==> src/rtl/cmaf_pkg.sv <==
// Package with the shared types and constants of the column mode axis finder.
package cmaf_pkg;

  localparam int MaxHeight = 512;
  localparam int MaxWidth  = 1024;
  localparam int IdxW      = $clog2(MaxHeight);
  localparam int CntW      = 10;

  localparam logic [31:0]     BlueColor   = 32'h0000_ffff;
  localparam logic [9:0]      MarginStart = 10'(MaxWidth - 8);
  localparam logic [CntW-1:0] CountMax    = '1;

  localparam logic [1:0] StNoChange = 2'd0;
  localparam logic [1:0] StFound    = 2'd1;
  localparam logic [1:0] StNotFound = 2'd2;
  localparam logic [1:0] StRecolor  = 2'd3;

  typedef struct packed {
    logic        kind;
    logic [31:0] pixel_color;
    logic [9:0]  column_index;
    logic        first_column;
    logic        final_column;
    logic        last_row;
  } in_item_t;

  typedef struct packed {
    logic [1:0]  status;
    logic [9:0]  axis_column;
    logic [31:0] mode_color;
    logic [31:0] pixel_out;
  } out_item_t;

  typedef struct packed {
    logic load;
    logic first_idx;
    logic read;
    logic next_idx;
    logic hit;
    logic alloc;
    logic emit;
  } cmd_t;

  typedef struct packed {
    logic        recolor;
    logic        margin;
    logic        count_en;
    logic        empty;
    logic        match;
    logic        idx_end;
    logic        last;
    logic        out_free;
    logic [9:0]  used;
    logic [9:0]  rows;
  } sts_t;

endpackage

==> src/rtl/cmaf_ctrl.sv <==
// Controller state machine of the column mode axis finder.
module cmaf_ctrl import cmaf_pkg::*; (
  input  logic clk,
  input  logic rst_n,
  input  logic in_valid,
  output logic in_ready,
  input  sts_t sts,
  output cmd_t cmd
);

  typedef enum logic [2:0] {S_IDLE, S_DECIDE, S_READ, S_CMP, S_ALLOC, S_EMIT} state_t;

  state_t state_r, state_nxt;

  assign in_ready = (state_r == S_IDLE);

  always_comb begin
    state_nxt = state_r;
    cmd       = '0;
    case (state_r)
      S_IDLE: begin
        if (in_valid) begin
          cmd.load  = 1'b1;
          state_nxt = S_DECIDE;
        end
      end
      S_DECIDE: begin
        cmd.first_idx = 1'b1;
        if (sts.recolor) state_nxt = S_EMIT;
        else if (sts.margin) state_nxt = S_IDLE;
        else if (sts.count_en) state_nxt = sts.empty ? S_ALLOC : S_READ;
        else state_nxt = sts.last ? S_EMIT : S_IDLE;
      end
      S_READ: begin
        cmd.read  = 1'b1;
        state_nxt = S_CMP;
      end
      S_CMP: begin
        if (sts.match) begin
          cmd.hit   = 1'b1;
          state_nxt = sts.last ? S_EMIT : S_IDLE;
        end else if (sts.idx_end) begin
          cmd.alloc = 1'b1;
          state_nxt = sts.last ? S_EMIT : S_IDLE;
        end else begin
          cmd.next_idx = 1'b1;
          state_nxt    = S_READ;
        end
      end
      S_ALLOC: begin
        cmd.alloc = 1'b1;
        state_nxt = sts.last ? S_EMIT : S_IDLE;
      end
      S_EMIT: begin
        if (sts.out_free) begin
          cmd.emit  = 1'b1;
          state_nxt = S_IDLE;
        end
      end
      default: state_nxt = S_IDLE;
    endcase
  end

  always_ff @(posedge clk) begin
    if (!rst_n) begin
      state_r <= S_IDLE;
    end else begin
      state_r <= state_nxt;
    end
  end

endmodule

==> config.mk <==
export PLATFORM = sky130hd
export DESIGN_NAME = cmaf_ctrl
export DESIGN_NICKNAME = d
export VERILOG_FILES = /design/src/rtl/cmaf_pkg.sv /design/src/rtl/cmaf_ctrl.sv
export SDC_FILE = /design/constraint.sdc
export NUM_CORES = 1
export LEC_CHECK = 0
export BUFFER_PORTS_ARGS = -buffer_cell sky130_fd_sc_hd__clkbuf_2
export CORE_AREA = 2 2 39 41
export DETAILED_ROUTE_END_ITERATION = 6
export DIE_AREA = 0 0 41 43
export PLACE_DENSITY_LB_ADDON = 0.3
export SKIP_CTS_REPAIR_TIMING = 1
export SLEW_MARGIN = 20
export SYNTH_ARGS = -nofsm -noshare
export SYNTH_HDL_FRONTEND = slang
export SYNTH_SLANG_ARGS = --single-unit
==> constraint.sdc <==
create_clock -name clk -period 2.8 [get_ports clk]
set_input_delay 0.56 -clock clk [delete_from_list [all_inputs] [get_ports clk]]
set_output_delay 0.56 -clock clk [all_outputs]
set_load 0.02 [all_outputs]
==> results.txt <==
Wires add up to 681 µm. The share of the synthesized area in the top cell type is 20.9%, and the worst slew slack as a fraction of its limit is 75.3%. Entering global routing, the biggest net connects 10 pins. Clock-pin slew was measured on the worst setup and hold paths at 0.04 ns. The number of warnings printed during yosys synthesis was 0. Highest net fanout along the worst path: 9. Category of the worst setup path capture point: an output pin.

The half-perimeter wire length of the detailed placement result was 574 µm; the insertion delay to the later sink of the worst-skew pair was 0.23 ns. The number of antenna diodes in the final layout is 0. Counting every instance in the synthesized netlist gives 38. Excluding fillers, the count of instances in the completed layout stands at 75. The portion of the clock cycle consumed by the worst path in the final layout was 68.1%; the total via count in the routed design was 348. The logs give 1 for the depth of the CTS H-tree and 0 for the final-report setup violation count. The final number of max-transition violations is 0, and the number of sinks handled by clock tree synthesis is 3.

During placement, the flow inserted port buffers numbering 18. The die area is 0.00176 mm², and the multi-input gate area in the final layout is 209 µm². The run gives 413 µm² as the final standard cell area without fillers.

In this run the clock root is driven by a clkbuf_4. The number of nets at the end of the flow was 91. Tracing the worst setup path back leads to its startpoint at state_r[2]. Counting instances in the post-synthesis netlist gives the leading cell types as 8 x nor2_1, 3 x dfxtp_1, 3 x nand3b_1, 3 x nor3_1. During I/O placement, the number of pins put on the boundary was 39. STA puts the critical path data arrival time at 1.35 ns. The die is 41 µm wide. The logs give 0 ns for the total negative slack and 0.634 for the last weighted congestion value of the routability-driven placer. The tools report the placement-stage cell area as 387 µm².

Setup repair after global routing left no endpoint under its margin. For this configuration, the core starts out at a cell density of 20.8%. Overall power consumption after layout is estimated at 191 µW. The netlist uses 22 different library cells. Kind of launch point of the worst setup path: a flip-flop.

For the leakage power, the log shows 0.000199 µW. From synthesis to final layout, the design area changed by 43.5%. The launch point of the worst reg-to-reg path was state_r[0]. The row count was 14. The run gives 0.00138 mm² as the total core area. Counting flops per register, the top entry is state_r. After global routing the overflow that remains totals 0. Buffers inserted during clock tree synthesis total 3.

The logs give 154 for the number of inserted filler cells in the final layout and 69 for the post-synth net total. Cells with a size suffix above 1 make up 40.7% of the layout. The tools report the worst clock skew as 0.00234 ns. Start point of the worst min-delay path: rst_n. Among all flip-flop cells after synthesis, the most frequent one is dfxtp_1. Summed over all instances, the cell type with the most area after synthesis is dfxtp_1. After synthesis, the share of flip-flops with an asynchronous set or reset is 0%.

Yosys instantiated no cell more often than nor2_1. The largest registers in the layout are state_r x3. The count of nets left with antenna violations once routing finished came out at 0. Based on the critical path, the design can be clocked at up to 0.524 GHz. The clock passes through at most 2 buffers. The first global-routing pass estimated 1010 µm of wire. Initial antenna violation count: 0. The register with the most flip-flops in the layout has 3 of them. In this run the power density over the cells is 463 mW/mm².

The average via count per standard cell was 4.64; the overall global routing resource usage was 8.62%. The min-delay analysis places its worst path in the category in -> reg. The logs give 0 for the number of remaining DRC errors and 2.24 ns for the worst endpoint required time.

Dividing the detail-routed wire length by the instance count gives 9.08 µm. Yosys attributes the largest share of cell area to dfxtp_1 21%, nor2_1 10%, nand3b_1 7.8%. The peak supply drop came out at 0.134 mV. The run gives 4 as the number of optimization iterations in the first detailed-route pass. Measured along the y axis, the die boundary spans 43 µm. Including well taps, the total number of placed cells is 71.

For the number of global-route vias before repair, the log shows 304. The critical path is of the reg -> out type. Hold is met by 0.630 ns. Across the whole layout, storage elements account for 60.1 µm². At the pin with the least slew margin, the transition time is 0.369 ns. The post-layout minimum cycle time is 1.91 ns, and the netlist area before placement is 288 µm². The flow ran to the end, and the final reports show no timing, DRC or antenna violations.

The tools report the post-synthesis sequential area ratio as 20.9%. The count of endpoints failing hold in the final timing report is 0, and the violation count after the first detailed-routing iteration is 9. The synthesized design contains 0 enable-type register cells. TritonCTS built the clock tree. After synthesis the netlist holds a flip-flop and latch count of 3. The synthesized area divided by synthesized cell count came out at 7.57 µm².

The tool flagged a number of max-cap violations equal to 0.
==> logic make-up (layout without fill, tap and decap cells) <==
family / count (synthesis) / in the layout / share of synthesized area [%]
simple gates: 23 / 23 / 49.6
compound gates: 9 / 9 / 23.0
flops: 3 / 3 / 20.9
buf+inv: 3 / 24 / 6.52
==> routing by layer <==
layer / GRT usage [%] / part of all wire (%) / vias up
met2: 13.1 / 45 / 12
met1: 9.27 / 47 / 156
li1: - / - / 180
met3: 1.57 / 7.8 / 0
met4: 8.00 / 0 / 0
met5: 0 / 0 / -
==> final timing paths <==
path                              endpoint  slack, ns  depth (start not counted)
worst max-delay path                cmd[1]       0.89                          4
worst max register to register  state_r[2]       1.45                          4
worst min-delay path            state_r[2]       0.63                          3
worst min register to register  state_r[0]       0.74                          3
==> where the power goes <==
part           internal, µW  switching [µW]
registers              46.8            7.41
logic                  28.5            34.2
clock network          53.3            21.0
==> final cells by class <==
cell class | instances | share of cell area (%)
multi-input cells | 32 | 50.6
repair buffers | 18 | 21.8
flip-flops and latches | 3 | 14.5
clock buffers | 4 | 6.36
well taps | 16 | 4.85
inverters | 2 | 1.82
==> critical path: stages (launching register included) <==
cell and delay (ns):
dfxtp_1 0.48, nand3b_1 0.21, nor2_1 0.06, a22o_1 0.22
clkbuf_2 0.15
==> placed cells by master, fill, tap and decap left out <==
cell type	instances
o21ai_0	1
nor2_1	8
and2_1	2
dfxtp_1	3
o21bai_1	2
inv_1	2
a21oi_1	1
o2bb2ai_1	1
clkbuf_2	18
a22oi_1	1
a21o_1	1
nor3_1	3
or4_4	1
a22o_1	1
nand3_2	1
nand3b_1	3
nor3b_1	1
nor2b_1	1
clkbuf_4	3
nor3b_2	1
and3_1	1
clkbuf_1	1
nand4b_1	1
o31a_1	1
==> per-stage QoR <==
stage / setup WS [ns] / utilization [%]
6_report: 0.893 / 29.8
5_1_grt: 0.802 / 29.8
4_1_cts: 0.891 / 29.8
3_5_place_dp: 1.10 / 27.9
3_3_place_gp: 1.09 / 27.9
2_1_floorplan: 1.01 / -
No activity file was read; power rests on OpenSTA's default activity.
